**config.mk**
```make
export PLATFORM = sky130hd
export DESIGN_NAME = sei_user_data_extractor
export DESIGN_NICKNAME = d
export VERILOG_FILES = /design/src/hw/rtl/seiude_pkg.sv /design/src/hw/rtl/seiude_parser.sv /design/src/hw/rtl/sei_user_data_extractor.sv
export SDC_FILE = /design/constraint.sdc
export NUM_CORES = 1
export LEC_CHECK = 0
export ABC_CLOCK_PERIOD_IN_PS = 13750
export BUFFER_PORTS_ARGS = -buffer_cell sky130_fd_sc_hd__buf_2
export CORE_ASPECT_RATIO = 1.1
export CORE_MARGIN = 3
export CORE_UTILIZATION = 40
export DETAILED_ROUTE_END_ITERATION = 12
export GPL_TIMING_DRIVEN = 0
export PLACE_DENSITY = 0.61
export SLEW_MARGIN = 20
export SYNTH_ARGS = -nofsm -noshare
export SYNTH_HDL_FRONTEND = slang
export SYNTH_HIERARCHICAL = 1
export SYNTH_SLANG_ARGS = --single-unit
```
**constraint.sdc**
```tcl
create_clock -name clk -period 13.75 [get_ports clk]
set_input_delay 2.0625 -clock clk [delete_from_list [all_inputs] [get_ports clk]]
set_output_delay 2.0625 -clock clk [all_outputs]
set_load 0.01 [all_outputs]
```
**src/hw/rtl/seiude_pkg.sv**
```systemverilog
// Shared types and constants for the SEI user data extractor.
package seiude_pkg;

  typedef enum logic [6:0] {
    PH_IDLE    = 7'b0000001,
    PH_LEN     = 7'b0000010,
    PH_HDR     = 7'b0000100,
    PH_SEITYPE = 7'b0001000,
    PH_SIZE    = 7'b0010000,
    PH_UUID    = 7'b0100000,
    PH_PAYLOAD = 7'b1000000
  } phase_t;

  localparam logic [1:0] KIND_PAYLOAD = 2'd0;
  localparam logic [1:0] KIND_CUSTOM  = 2'd1;
  localparam logic [1:0] KIND_IGNORED = 2'd2;
  localparam logic [1:0] KIND_END     = 2'd3;

  localparam logic [1:0] CFG_SEI_TYPE    = 2'd0;
  localparam logic [1:0] CFG_CUSTOM_TYPE = 2'd1;
  localparam logic [1:0] CFG_UUID_SKIP   = 2'd2;

  localparam logic [4:0]  SEI_NAL_TYPE = 5'd6;
  localparam logic [7:0]  EP_BYTE      = 8'h03;
  localparam logic [7:0]  FF_BYTE      = 8'hFF;
  localparam logic [31:0] SIZE_MAX     = 32'hFFFF_FFFF;
  localparam logic [31:0] FF_WEIGHT    = 32'd255;

  typedef struct packed {
    logic [4:0] sei_type_match;
    logic [4:0] custom_nal_type;
    logic [7:0] uuid_skip_length;
  } cfg_t;

  typedef struct packed {
    logic [1:0]  kind;
    logic [7:0]  payload_byte;
    logic [31:0] size_value;
    logic        last;
  } result_t;

endpackage

```
**src/hw/rtl/seiude_parser.sv**
```systemverilog
// Per-byte parser state and result logic for one H.264 sample.
module seiude_parser #(
  parameter int LENGTH_PREFIX_BYTES = 4
) (
  input  logic               clk,
  input  logic               rst,
  input  logic               step,
  input  logic [7:0]         data_byte,
  input  logic               sample_start,
  input  seiude_pkg::cfg_t   cfg,
  output logic               res_valid,
  output seiude_pkg::result_t res
);

  localparam int CW = (LENGTH_PREFIX_BYTES > 1) ? $clog2(LENGTH_PREFIX_BYTES) : 1;
  localparam logic [CW-1:0] LEN_LAST = CW'(LENGTH_PREFIX_BYTES - 1);

  seiude_pkg::phase_t phase, phase_next;
  logic [CW-1:0] len_cnt, len_cnt_next;
  logic [31:0]   nal_length, nal_length_next;
  logic [31:0]   ff_sum, ff_sum_next;        // 255 * ff_count, saturating
  logic [31:0]   payload_left, payload_left_next;
  logic [31:0]   announced, announced_next;
  logic [7:0]    uuid_left, uuid_left_next;
  logic [1:0]    zero_run, zero_run_next;

  always_comb begin
    seiude_pkg::phase_t ph;
    logic [CW-1:0] cnt_cur;
    logic [31:0]   nal_cur;
    logic [4:0]    t;
    logic [32:0]   total;
    logic signed [8:0]  bu;
    logic signed [33:0] diff;
    logic [31:0]   ann;
    logic [31:0]   pl_dec;
    logic [7:0]    uuid_dec;

    ph      = sample_start ? seiude_pkg::PH_LEN : phase;
    cnt_cur = sample_start ? '0 : len_cnt;
    nal_cur = sample_start ? '0 : nal_length;
    t       = data_byte[4:0];
    total   = {1'b0, ff_sum} + {25'd0, data_byte};
    bu      = $signed({1'b0, data_byte}) - $signed({1'b0, cfg.uuid_skip_length});
    diff    = $signed({2'b00, ff_sum}) + 34'(bu);
    pl_dec  = payload_left - 32'd1;
    uuid_dec = uuid_left - 8'd1;
    if (total[32] || total[31:0] == seiude_pkg::SIZE_MAX) begin
      ann = seiude_pkg::SIZE_MAX - {24'd0, cfg.uuid_skip_length};
    end else if (!diff[33] && diff != '0) begin
      ann = diff[31:0];
    end else begin
      ann = '0;
    end

    phase_next        = ph;
    len_cnt_next      = cnt_cur;
    nal_length_next   = nal_cur;
    ff_sum_next       = ff_sum;
    payload_left_next = payload_left;
    announced_next    = announced;
    uuid_left_next    = uuid_left;
    zero_run_next     = zero_run;
    res_valid         = 1'b0;
    res               = '0;

    case (ph)
      seiude_pkg::PH_IDLE: begin
      end
      seiude_pkg::PH_LEN: begin
        nal_length_next = {nal_cur[23:0], data_byte};
        len_cnt_next    = cnt_cur + CW'(1);
        if (cnt_cur == LEN_LAST) begin
          phase_next = seiude_pkg::PH_HDR;
        end
      end
      seiude_pkg::PH_HDR: begin
        zero_run_next = '0;
        if (nal_cur != '0 && t == cfg.custom_nal_type) begin
          phase_next      = seiude_pkg::PH_IDLE;
          res_valid       = 1'b1;
          res.kind        = seiude_pkg::KIND_CUSTOM;
          res.size_value  = nal_cur - 32'd1;
          res.last        = 1'b1;
        end else if (nal_cur != '0 && t == seiude_pkg::SEI_NAL_TYPE) begin
          phase_next = seiude_pkg::PH_SEITYPE;
        end else begin
          phase_next = seiude_pkg::PH_IDLE;
          res_valid  = 1'b1;
          res.kind   = seiude_pkg::KIND_IGNORED;
          res.last   = 1'b1;
        end
      end
      default: begin
        // 00 00 03: drop the emulation-prevention byte
        if (zero_run == 2'd2 && data_byte == seiude_pkg::EP_BYTE) begin
          zero_run_next = '0;
        end else begin
          if (data_byte == 8'd0) begin
            zero_run_next = (zero_run == 2'd2) ? 2'd2 : zero_run + 2'd1;
          end else begin
            zero_run_next = '0;
          end
          case (ph)
            seiude_pkg::PH_SEITYPE: begin
              if (t == cfg.sei_type_match) begin
                ff_sum_next = '0;
                phase_next  = seiude_pkg::PH_SIZE;
              end else begin
                phase_next = seiude_pkg::PH_IDLE;
                res_valid  = 1'b1;
                res.kind   = seiude_pkg::KIND_IGNORED;
                res.last   = 1'b1;
              end
            end
            seiude_pkg::PH_SIZE: begin
              if (data_byte == seiude_pkg::FF_BYTE) begin
                ff_sum_next = (ff_sum > seiude_pkg::SIZE_MAX - seiude_pkg::FF_WEIGHT) ?
                              seiude_pkg::SIZE_MAX : ff_sum + seiude_pkg::FF_WEIGHT;
              end else begin
                announced_next    = ann;
                payload_left_next = ann;
                if (cfg.uuid_skip_length == '0) begin
                  if (ann == '0) begin
                    phase_next     = seiude_pkg::PH_IDLE;
                    res_valid      = 1'b1;
                    res.kind       = seiude_pkg::KIND_END;
                    res.size_value = ann;
                    res.last       = 1'b1;
                  end else begin
                    phase_next = seiude_pkg::PH_PAYLOAD;
                  end
                end else begin
                  uuid_left_next = cfg.uuid_skip_length;
                  phase_next     = seiude_pkg::PH_UUID;
                end
              end
            end
            seiude_pkg::PH_UUID: begin
              uuid_left_next = uuid_dec;
              if (uuid_dec == '0) begin
                if (payload_left == '0) begin
                  phase_next     = seiude_pkg::PH_IDLE;
                  res_valid      = 1'b1;
                  res.kind       = seiude_pkg::KIND_END;
                  res.size_value = announced;
                  res.last       = 1'b1;
                end else begin
                  phase_next = seiude_pkg::PH_PAYLOAD;
                end
              end
            end
            seiude_pkg::PH_PAYLOAD: begin
              res_valid         = 1'b1;
              res.kind          = seiude_pkg::KIND_PAYLOAD;
              res.payload_byte  = data_byte;
              res.size_value    = announced;
              res.last          = (payload_left == 32'd1);
              payload_left_next = pl_dec;
              if (pl_dec == '0) begin
                phase_next = seiude_pkg::PH_IDLE;
              end
            end
            default: begin
            end
          endcase
        end
      end
    endcase
  end

  always_ff @(posedge clk) begin
    if (rst) begin
      phase        <= seiude_pkg::PH_IDLE;
      len_cnt      <= '0;
      nal_length   <= '0;
      ff_sum       <= '0;
      payload_left <= '0;
      announced    <= '0;
      uuid_left    <= '0;
      zero_run     <= '0;
    end else if (step) begin
      phase        <= phase_next;
      len_cnt      <= len_cnt_next;
      nal_length   <= nal_length_next;
      ff_sum       <= ff_sum_next;
      payload_left <= payload_left_next;
      announced    <= announced_next;
      uuid_left    <= uuid_left_next;
      zero_run     <= zero_run_next;
    end
  end

endmodule

```
**src/hw/rtl/sei_user_data_extractor.sv**
```systemverilog
// Top level: stream ports, configuration registers, input and result stages.
//
// Input stream s_*: one sample byte per beat in s_tdata; s_tuser set on the
// first byte of a sample restarts the parser. Bytes before the first sample
// start, and bytes after a sample's outcome is settled, give no result.
// Output stream m_*: at most one result per input beat. m_tuser is the kind
// (payload byte, custom NAL size, NAL ignored, empty payload end), m_tdata
// carries the payload byte and the size, m_tlast marks the sample's final
// result. Configuration: cfg_we with cfg_index/cfg_data writes one register
// at the clock edge; the user must write only while the block is idle, as
// the block itself does not enforce it. Results pass the input register and
// the result register. Throughput: one byte per cycle unless the receiver
// stalls; the per-byte work is a single pass between the two registers.
// When the receiver stalls, the result register holds and the input register
// still takes one more beat; s_tready drops once both are full.
// Reset (rst, synchronous) empties both stages, returns the parser to waiting
// for a sample start and restores the register defaults (type 5, custom 0,
// UUID 16 bytes).
module sei_user_data_extractor #(
  parameter int LENGTH_PREFIX_BYTES = 4
) (
  input  logic        clk,
  input  logic        rst,
  input  logic        s_tvalid,
  output logic        s_tready,
  input  logic [7:0]  s_tdata,   // [7:0] data_byte
  input  logic        s_tuser,   // [0] sample_start
  output logic        m_tvalid,
  input  logic        m_tready,
  output logic [39:0] m_tdata,   // [7:0] payload_byte, [39:8] size_value
  output logic [1:0]  m_tuser,   // [1:0] kind
  output logic        m_tlast,
  input  logic        cfg_we,
  input  logic [1:0]  cfg_index,
  input  logic [7:0]  cfg_data
);

  seiude_pkg::cfg_t    cfg;
  seiude_pkg::result_t res, out_res;
  logic                res_valid;
  logic                in_valid;
  logic [7:0]          in_byte;
  logic                in_start;
  logic                out_valid;
  logic                advance;
  logic                step;

  always_ff @(posedge clk) begin
    if (rst) begin
      cfg.sei_type_match   <= 5'd5;
      cfg.custom_nal_type  <= 5'd0;
      cfg.uuid_skip_length <= 8'd16;
    end else if (cfg_we) begin
      case (cfg_index)
        seiude_pkg::CFG_SEI_TYPE:    cfg.sei_type_match   <= cfg_data[4:0];
        seiude_pkg::CFG_CUSTOM_TYPE: cfg.custom_nal_type  <= cfg_data[4:0];
        seiude_pkg::CFG_UUID_SKIP:   cfg.uuid_skip_length <= cfg_data;
        default: begin
        end
      endcase
    end
  end

  assign advance  = !out_valid || m_tready;
  assign s_tready = !in_valid || advance;
  assign step     = in_valid && advance;

  always_ff @(posedge clk) begin
    if (rst) begin
      in_valid <= 1'b0;
    end else if (s_tready) begin
      in_valid <= s_tvalid;
    end
  end

  always_ff @(posedge clk) begin
    if (s_tready && s_tvalid) begin
      in_byte  <= s_tdata;
      in_start <= s_tuser;
    end
  end

  seiude_parser #(
    .LENGTH_PREFIX_BYTES(LENGTH_PREFIX_BYTES)
  ) u_parser (
    .clk          (clk),
    .rst          (rst),
    .step         (step),
    .data_byte    (in_byte),
    .sample_start (in_start),
    .cfg          (cfg),
    .res_valid    (res_valid),
    .res          (res)
  );

  always_ff @(posedge clk) begin
    if (rst) begin
      out_valid <= 1'b0;
    end else if (advance) begin
      out_valid <= step && res_valid;
    end
  end

  always_ff @(posedge clk) begin
    if (step && res_valid) begin
      out_res <= res;
    end
  end

  assign m_tvalid = out_valid;
  assign m_tdata  = {out_res.size_value, out_res.payload_byte};
  assign m_tuser  = out_res.kind;
  assign m_tlast  = out_res.last;

`ifndef ASSERT_OFF
  a_reset_empties: assert property (@(posedge clk)
    rst |=> !m_tvalid && !in_valid)
    else $error("stages not empty after reset");

  a_in_holds: assert property (@(posedge clk) disable iff (rst)
    in_valid && !advance |=> in_valid && $stable(in_byte) && $stable(in_start))
    else $error("input stage lost a beat while stalled");

  a_report_last: assert property (@(posedge clk) disable iff (rst)
    m_tvalid && m_tuser != seiude_pkg::KIND_PAYLOAD |-> m_tlast)
    else $error("report without last");

  a_ignored_zero: assert property (@(posedge clk) disable iff (rst)
    m_tvalid && m_tuser == seiude_pkg::KIND_IGNORED |-> m_tdata == '0)
    else $error("ignored report carries data");
`endif

endmodule
```
## Word level (Yosys, flattened, before mapping)

Index checks and enable logic that the tools add are counted.

- Logic and storage cells: 158
- Bits of input ports: 24
- Register bits: 219
- Output and inout port bits: 45

- $add $sub $neg: 10
- Reductions and logical operators: 36
- Multiplexer cells: 65
- Order comparisons: 1
- Bitwise operators: 5
- Equal/unequal tests: 22

Operators by type and width:

| operator | number |
|---|---|
| 32-bit 2-to-1 mux | 9 |
| 33-bit 2-to-1 mux | 5 |
| 32-bit case mux with 2 select lines | 2 |
| 32-bit logical NOT | 3 |
| 32-bit case mux with 3 select lines | 1 |
| 33-bit case mux with 2 select lines | 1 |
| 32-bit by 1-bit subtractor with 32-bit output (second input constant) | 2 |
| 7-bit 2-to-1 mux | 9 |
| 43-bit 2-to-1 mux | 1 |
| 33-bit by 9-bit adder with 34-bit output | 1 |
| 34-bit nonzero test | 1 |
| 32-bit by 8-bit adder with 33-bit output | 1 |
| 32-bit by 8-bit adder with 32-bit output (second input constant) | 1 |
| 32-bit by 1-bit == test with 1-bit output (second input constant) | 1 |
| 32-bit == test (second input constant) | 1 |
| 32-bit > comparator (second input constant) | 1 |
| 32-bit nonzero test | 1 |
| 7-bit case mux with 4 select lines | 1 |
| 2-bit 2-to-1 mux | 13 |
| 8-bit logical NOT | 3 |
| 8-bit 2-to-1 mux | 3 |
| 7-bit case mux with 3 select lines | 1 |
| 8-bit case mux with 2 select lines | 1 |
| 6-bit AND reduction | 2 |
| other kinds (37) | 74 |

## Logic depth before layout (Yosys ltp)

Gate-level depths: netlist of the first run.

- Depth in word-level cells: 14
- Depth in mapped cells: 26
- Depth with buffers taken out: 24

## Modules after synthesis

The synthesis of the first run kept the hierarchy.

By module, submodules not included:

| module | seq. area each (um^2) | cells each | times used | area each (um^2) |
|---|---|---|---|---|
| seiude_parser | 2942.8 | 1784 | 1 | 12475.7 |
| sei_user_data_extractor | 1961.9 | 136 | 1 | 2428.6 |

## Least setup slack after synthesis of the first run

No wires, ideal clock.

- Kind: register to register
- From: reg in_byte[0]
- To: reg out_res, in the netlist m_tdata[0] (enable)
- Required time: 13.302 ns
- Setup time: 0.448 ns
- Period minus slack after synthesis: 7.181 ns
- Stages on the path, launching flop included: 24
- Arrival: 6.733 ns
- Setup slack: 6.569 ns
- Path buffers: 1
- Path through: edfxtp_1 -> clkbuf_1 -> inv_1 -> ha_1 -> fa_1 -> nor2b_1 -> o31ai_2 -> nand2b_1 -> a21oi_1 -> xnor2_1 -> ha_1 -> o21ai_1 -> nor2b_1 -> o211a_4 -> xnor2_1 -> or4_1 -> a21oi_1 -> or4b_4 -> nor4_4 -> o211ai_2 -> a311oi_1 -> or3_1 -> nand2_1 -> nor2b_1

- Longest elaborated chain between the ends: 14
- Elaborated cells on any way between the ends: 29
- Classes of those cells: add/sub: 3; eq/ne: 6; mux: 11; reduce/logical: 9

RTL lines:

| item | line | RTL |
|---|---|---|
| from (decl) | sei_user_data_extractor.sv:42 | `logic [7:0] in_byte;` |
| from (signal assigned) | sei_user_data_extractor.sv:78 | `in_byte <= s_tdata;` |
| 8-bit by 8-bit subtractor with 9-bit output | seiude_parser.sv:44 | `bu = $signed({1'b0, data_byte}) - $signed({1'b0, cfg.uuid_skip_length});` |
| 33-bit by 9-bit adder with 34-bit output | seiude_parser.sv:45 | `diff = $signed({2'b00, ff_sum}) + 34'(bu);` |
| 34-bit nonzero test / 1-bit logical NOT (equally long branches) | seiude_parser.sv:50 | `end else if (!diff[33] && diff != '0) begin` |
| 1-bit logical AND | seiude_parser.sv:50 |  |
| 32-bit 2-to-1 mux | seiude_parser.sv:50 |  |
| 32-bit 2-to-1 mux | seiude_parser.sv:48 | `if (total[32] \|\| total[31:0] == seiude_pkg::SIZE_MAX) begin` |
| 32-bit logical NOT | seiude_parser.sv:124 | `if (ann == '0) begin` |
| 1-bit 2-to-1 mux | seiude_parser.sv:124 |  |
| 1-bit 2-to-1 mux | seiude_parser.sv:123 | `if (cfg.uuid_skip_length == '0) begin` |
| 1-bit 2-to-1 mux | seiude_parser.sv:117 | `if (data_byte == seiude_pkg::FF_BYTE) begin` |
| 1-bit case mux with 4 select lines | seiude_parser.sv:104 | `case (ph)` |
| 1-bit 2-to-1 mux | seiude_parser.sv:96 | `if (zero_run == 2'd2 && data_byte == seiude_pkg::EP_BYTE) begin` |
| 1-bit case mux with 2 select lines (*) | seiude_parser.sv:67 | `case (ph)` |
| via res_valid | sei_user_data_extractor.sv:40 | `logic res_valid;` |
| 1-bit logical AND (*) | sei_user_data_extractor.sv:105 | `if (step && res_valid) begin` |
| to (signal assigned) | sei_user_data_extractor.sv:106 | `out_res <= res;` |
| to (decl) | sei_user_data_extractor.sv:39 | `seiude_pkg::result_t res, out_res;` |

The timed path passes the listed nets; every way through them passes the cells marked *.
A chain may end at the register's enable or synchronous reset.

## Final worst setup path of the first run

- From: reg in_byte[0]
- To: reg out_res, in the netlist m_tdata[37] (enable)

Same word-level chain as after synthesis.

==> results of run 1 <==
## flip-flops by register name (all words and copies together), names as in the netlist, 2 cells and up
| signal | count |
|---|---|
| cfg | 18 |
| u_parser/zero_run | 2 |
| m_tuser | 2 |
| u_parser/uuid_left | 8 |
| u_parser/nal_length | 32 |
| u_parser/phase | 7 |
| in_byte | 8 |
| u_parser/announced | 32 |
| u_parser/ff_sum | 32 |
| u_parser/payload_left | 32 |
| u_parser/len_cnt | 2 |
| m_tdata | 40 |
## cells by family (layout without fill, tap and decap cells)
family | Yosys count | count (layout) | synth area share [%]
adder cells (fa/ha/maj) | 39 | 39 | 3.43
AND/OR/NAND/NOR | 842 | 842 | 28.6
flip-flops | 219 | 219 | 32.9
AO/OA/AOI/OAI | 520 | 520 | 22.4
buffers and inverters | 172 | 290 | 4.73
multiplexers | 36 | 36 | 2.54
XOR/XNOR | 92 | 92 | 5.41
## layout by cell type, fill, tap and decap left out, drive strengths merged, types with 13 or more instances in the layout
cell type and instances:
a31oi 18, edfxtp 52, nor2b 25, and3 21, o21ai 140, a21o 18, o211ai 13, nand3b 14
mux2i 31, a22oi 14, or3 32, clkbuf 134, nand3 60, a211oi 68, inv 43, nand4 37
nor3 74, a21oi 137, nand2b 45, and2 22, xnor2 56, nor2 195, nand2 223, ha 36
dfxtp 167, buf 99, nor4 42, xor2 36
## worst min-delay path, cell delays in order, from the launching register on
cell     delay, ns
dfxtp_1       0.31
nand2_1       0.05
a21oi_1       0.05
## layer usage
metal	global-route usage (%)	part of all wire, %	wire (um)	vias up
li1	-	-	-	7212
met1	35.5	40	23200	7376
met2	48.3	48	27700	692
met3	3.56	6.9	4000	155
met4	13.5	5.1	2930	0
met5	0	0	0	-
## layout make-up
| type | instances | area, sq um |
|---|---|---|
| well taps | 487 | 609 |
| flip-flops and latches | 219 | 4900 |
| clock inverters | 14 | 188 |
| repair buffers | 70 | 388 |
| inverters | 43 | 161 |
| multi-input cells | 1529 | 9310 |
| fillers | 3696 | 19600 |
| clock buffers | 34 | 721 |
| plain buffers | 129 | 543 |
## metrics by stage
| stage | hold slack, ns | power, mW | area [sq um] | utilization (%) |
|---|---|---|---|---|
| floorplan | 0.432 | 0.808 | 14900 | - |
| global placement | 0.440 | 0.878 | 15900 | 43.5 |
| global route | 0.480 | 1.66 | 16800 | 46.2 |
| detailed placement | 0.449 | 0.880 | 15900 | 43.7 |
| CTS | 0.457 | 1.62 | 16800 | 46.1 |
| finish | 0.455 | 1.61 | 16800 | 46.2 |
## report_power, final
part | switching, mW | leakage [nW] | internal, mW
combinational | 0.138 | 3.61 | 0.0638
sequential | 0.00787 | 1.73 | 0.661
clock | 0.294 | 0.430 | 0.444
total | 0.440 | 5.77 | 1.17
## worst min path at each step
stage	from	end	slack, ns	depth (start not counted)
after global routing	u_parser/len_cnt[1]	u_parser/len_cnt[1]	0.48	2
after CTS	u_parser/len_cnt[1]	u_parser/len_cnt[1]	0.46	2
after floorplan	u_parser/len_cnt[1]	u_parser/len_cnt[1]	0.43	2
after detailed placement	u_parser/len_cnt[1]	u_parser/len_cnt[1]	0.45	2
after global placement	u_parser/len_cnt[1]	u_parser/len_cnt[1]	0.44	2
final	u_parser/len_cnt[1]	u_parser/len_cnt[1]	0.46	2
## synthesized netlist by cell type (31+ instances only)
| library cell | number |
|---|---|
| nand2_1 | 223 |
| nor2_1 | 192 |
| dfxtp_1 | 167 |
| a21oi_1 | 134 |
| o21ai_0 | 125 |
| clkbuf_1 | 100 |
| nor3_1 | 72 |
| a211oi_1 | 67 |
| nand3_1 | 60 |
| xnor2_1 | 56 |
| edfxtp_1 | 52 |
| nand2b_1 | 44 |
| inv_1 | 43 |
| nor4_1 | 39 |
| ha_1 | 36 |
| xor2_1 | 36 |
| nand4_1 | 35 |
| or3_1 | 32 |
| mux2i_1 | 31 |
==> results.tsv, run 1 <==
metric	value	unit
cp_slowest_cell	nor2b_1	
layout-drive-gt1-share	8.64	%
yosys-top-cells-area	dfxtp_1, edfxtp_1, nand2_1	
worst_slew_margin_rel	31.4	%
antenna_found_initial	0	
cts_tree	built	
cp-start-kind	register	
n_antenna_cell	0	
seq_area_frac_synth	32.9	%
num_io_pins	69	
gp_congestion	1.00	
startpoint	in_byte[0]	
ys_ff_latch	219	
start_util	40.9	%
area_growth_syn_to_layout	12.9	%
peakVddDrop	0.0925	mV
clkTransAtPathRegs	0.06	ns
ant_nets	0	
cts_resized	0	
ys_warn_count	6	
outcome	completed	
cts_sinks	219	
ctsHoldBuffers	0	
yosysTopAreaCell	dfxtp_1	
dp_cells	2477	
path_buf_inv	4	
setup-violations-final	0	
max_cap_viol_count	0	
grt_pass1_vias	14631	
numCtsBuffers	26	
period_share	53.5	%
port_buffers	68	
fin_cells	2525	
drc	0	
path_delay_family	simple AND/OR/NAND/NOR gates	
die_x	190	um
routed_via_density	6.11	
grtUsageTotal	28.4	%
drt-initial-drc-count	1465	
synth_nets	1983	
syn_area	14900	sq um
tns	0	ns
worstMarginPinSlew	1.03	ns
p_leak	5.77	nW
reg2reg_depth	25	
postSynth.asyncResetShare	0	%
rsz0062_at_grt	no	
rr_endpoint	m_tdata[37]	
ys.flop_type	dfxtp_1	
grt_pass1_wl	88.0	mm
cts_max_level	1	
coreArea	36400	sq um
cts_setup_buffers	0	
grt_overflow_total	0	
post-place-ws	6.48	ns
row_count	73	
worst-setup-path-type	reg -> reg	
dieArea	39600	sq um
fmax	136	MHz
clock_path_buffers	3	
worstPathMaxFanout	23	
drt_pass1_iterations	7	
cts_root_buf	clkbuf_16	
vias	15435	
synth_top_cell_area_share	22.4	%
cp-endpoint	m_tdata[37]	
path_depth	25	
synth_area_per_cell	7.76	sq um
grt_max_degree	24	
setup_ws	6.39	ns
drt_wl_total	57.9	mm
final-hold-violation-count	0	
final_max_slew_viol_count	0	
wl_per_cell	22.9	um
cpPeakStageDelay	0.63	ns
synth_edf_count	52	
die_h	208	um
fin_skew	0.0164	ns
rrSetupSlack	6.39	ns
num-nets-final	2081	
finalCriticalPeriod	7.36	ns
clock_latency	0.56	ns
crit_path_end_kind	register	
powerDensity	95.6	nW/um^2
ys_types	92	
synthCells	1920	
hold_class	reg -> reg	
worstPathArrival	7.62	ns
hpwl	44.6	mm
r2r-start	in_byte[0]	
required	14.02	ns
No activity file was read; power rests on OpenSTA's default activity.
==> run 2, diff against run 1 <==
--- a/config.mk
+++ b/config.mk
@@ -5,7 +5,8 @@
 export SDC_FILE = /design/constraint.sdc
 export NUM_CORES = 1
 export LEC_CHECK = 0
-export ABC_CLOCK_PERIOD_IN_PS = 13750
+export ABC_AREA = 1
+export ABC_CLOCK_PERIOD_IN_PS = 6800
 export BUFFER_PORTS_ARGS = -buffer_cell sky130_fd_sc_hd__buf_2
 export CORE_ASPECT_RATIO = 1.1
 export CORE_MARGIN = 3
==> constraint.sdc (replaced) <==
create_clock -name clk -period 6.8 [get_ports clk]
set_input_delay 1.02 -clock clk [delete_from_list [all_inputs] [get_ports clk]]
set_output_delay 1.02 -clock clk [all_outputs]
set_load 0.01 [all_outputs]
==> results.tsv, run 2 <==
metric	value	unit	change
powerDensity	194	nW/um^2	+100%
layout-drive-gt1-share	7.59	%	-1.0 points
ys.flop_type	dfxtp_1		
num-nets-final	2676		+29%
start_util	40.8	%	-0.10 points
critPathMostFrequentCell	nand2_1		
synth_nets	2566		+29%
reg2reg_depth	38		+52%
clock_latency	0.58	ns	+0.02 ns
port_buffers	68		unchanged
yosys-top-cells-count	nand2_1, inv_1, nor2_1		
final_max_slew_viol_count	0		unchanged
yosys-top-cells-area	dfxtp_1, nand2_1, edfxtp_1		
synthMuxAreaShare	0	%	-2.5 points
cts_root_buf	clkbuf_16		
worstPathArrival	6.48	ns	-1.14 ns
p_clk_share	44.0	%	-1.8 points
p_int	2.45	mW	+110%
cts_max_level	1		unchanged
synth_edf_count	52		unchanged
path_buf_inv	6		+2
place_area	17100	sq um	+7.6%
p_leak	8.58	nW	+49%
gp_congestion	0.973		-2.7%
final-hold-violation-count	0		unchanged
synth_top_family_by_area	simple AND/OR/NAND/NOR gates		
ant_nets	0		unchanged
grtUsageTotal	25.0	%	-3.3 points
outcome	completed		
synth-adder-area-share	3.17	%	-0.25 points
die_h	216	um	+3.8%
required	7.07	ns	-6.95 ns
grt_pass1_vias	16033		+9.6%
yosysTopAreaCell	dfxtp_1		
n_antenna_cell	0		unchanged
finalCriticalPeriod	6.21	ns	-1.15 ns
cts_tree	built		
largest_reg_flops	40		unchanged
drc	0		unchanged
pwr-share-comb	16.9	%	+4.3 points
num_io_pins	69		unchanged
ys_ff_latch	219		unchanged
coreArea	39500	sq um	+8.3%
syn_area	16100	sq um	+8.0%
period_share	91.3	%	+38 points
peakVddDrop	0.176	mV	+90%
routed_via_density	5.46		-11%
swShare	30.4	%	+3.1 points
wl_per_cell	17.5	um	-24%
worstPathMaxFanout	17		-26%
drt-initial-drc-count	1294		-12%
seq_area_frac_synth	30.5	%	-2.4 points
ys_types	57		-38%
cp_slowest_cell	edfxtp_1		
layout_common_cells	nand2_1, inv_1, nor2_1		
dieArea	42700	sq um	+7.8%
drt_pass1_iterations	6		-1
yosys.area_share.simple	30.6	%	+2.0 points
path_delay_family	simple AND/OR/NAND/NOR gates		
whs_path_depth	2		unchanged
worst-setup-path-type	reg -> reg		
p_total	3.52	mW	+120%
area_growth_syn_to_layout	13.0	%	
synthCells	2503		+30%
crit_path_end_kind	register		
numCtsBuffers	28		+7.7%
synth_compound_area_share	17.4	%	-5.0 points
row_count	76		+4.1%
postSynth.asyncResetShare	0	%	unchanged
hold_class	reg -> reg		
power.switching	1.07	mW	+140%
ys_warn_count	6		unchanged
setup-violations-final	0		unchanged
die_x	197	um	+3.8%
grt_max_degree	18		-25%
pwr-share-seq	39.1	%	-2.5 points
vias	17153		+11%
fmax	161	MHz	+19%
synth_area_per_cell	6.43	sq um	-17%
fin_area	18200	sq um	+8.1%
max_cap_viol_count	0		unchanged
yosysMostFrequentCell	nand2_1		
clkTransAtPathRegs	0.06	ns	about the same
synth-xor-area-share	6.36	%	+0.95 points
grt_overflow_total	0		unchanged
clock_path_buffers	3		unchanged
worst_slew_margin_rel	33.1	%	+1.8 points
grt_pass1_wl	86.1	mm	-2.2%
drt_wl_total	55.0	mm	-4.9%
mostFrequentLayoutCell	nand2_1		
worstMarginPinSlew	0.992	ns	-0.0375 ns
fin_skew	0.0174	ns	+0.000964 ns
synth_top_cell_area_share	20.8	%	-1.7 points
cts_sinks	219		unchanged
cpPeakStageDelay	0.47	ns	-0.16 ns
path_depth	38		+52%
rsz0062_at_grt	no		
cp-start-kind	register		
antenna_found_initial	0		unchanged
hpwl	43.7	mm	-2.0%
-- run 2: path summary, 6_finish.rpt --
kind	end	start	slack, ns
worst min register to register	u_parser/zero_run[0]	u_parser/zero_run[0]	0.47
worst min-delay path	u_parser/zero_run[0]	u_parser/zero_run[0]	0.47
worst max register to register	m_tdata[8]	in_byte[0]	0.59
worst max-delay path	m_tdata[8]	in_byte[0]	0.59
-- run 2: what timing repair did --
action | 4_1_cts | 5_1_grt
pin swaps | 0 | 1
setup buffers | 1 | 8
hold buffers | 0 | 0
gates resized for setup | 0 | 9
endpoints found under the setup margin | 17 | 43
endpoints found under the hold margin | 0 | 0
-- run 2: layout make-up --
| cell class | count | area (sq um) |
|---|---|---|
| Multi-Input combinational cell | 1791 | 9310 |
| Timing Repair Buffer | 80 | 439 |
| Inverter | 388 | 1460 |
| Fill cell | 4172 | 21300 |
| Sequential cell | 219 | 4910 |
| Buffer | 105 | 470 |
| Clock buffer | 34 | 763 |
| Tap cell | 507 | 634 |
| Clock inverter | 18 | 213 |
-- run 2: tightest hold or removal path, cell delays in order, from the launching register on --
cell and delay [ns]:
dfxtp_1 0.31, nand2_1 0.06, a21oi_1 0.05
-- run 2: routing by layer --
layer / up-vias / track usage [%] / wire length, um
met5: - / 0 / 0
met4: 0 / 9.79 / 2270
met3: 121 / 2.74 / 3070
met2: 577 / 43.4 / 26300
met1: 8043 / 31.8 / 23400
li1: 8412 / - / -
-- run 2: kinds of logic (layout without fill, tap and decap cells) --
group	count (synthesis)	after routing
AO/OA/AOI/OAI	481	481
XOR/XNOR	116	116
adder cells (fa/ha/maj)	39	39
buffers and inverters	493	625
flip-flops	219	219
AND/OR/NAND/NOR	1155	1155
-- run 2: power by group through the flow --
stage	registers, mW	clock network [mW]	logic, mW
2_1_floorplan	1.40	0	0.399
3_5_place_dp	1.40	0	0.576
3_3_place_gp	1.40	0	0.570
6_report	1.38	1.55	0.596
4_1_cts	1.38	1.58	0.578
5_1_grt	1.38	1.64	0.655
-- run 2: per-stage QoR --
stage	utilization, %	setup slack [ns]	cells	setup TNS, ns	hold slack (ns)
6_report	46.1	0.594	3142	0	0.469
3_3_place_gp	43.3	-1.44	3078	-61.82	0.452
4_1_cts	45.9	0.280	3134	0	0.469
5_1_grt	46.1	0.0278	3142	0	0.486
3_5_place_dp	43.4	-0.0106	3081	-0.173	0.460
2_1_floorplan	-	0.374	2503	0	0.443
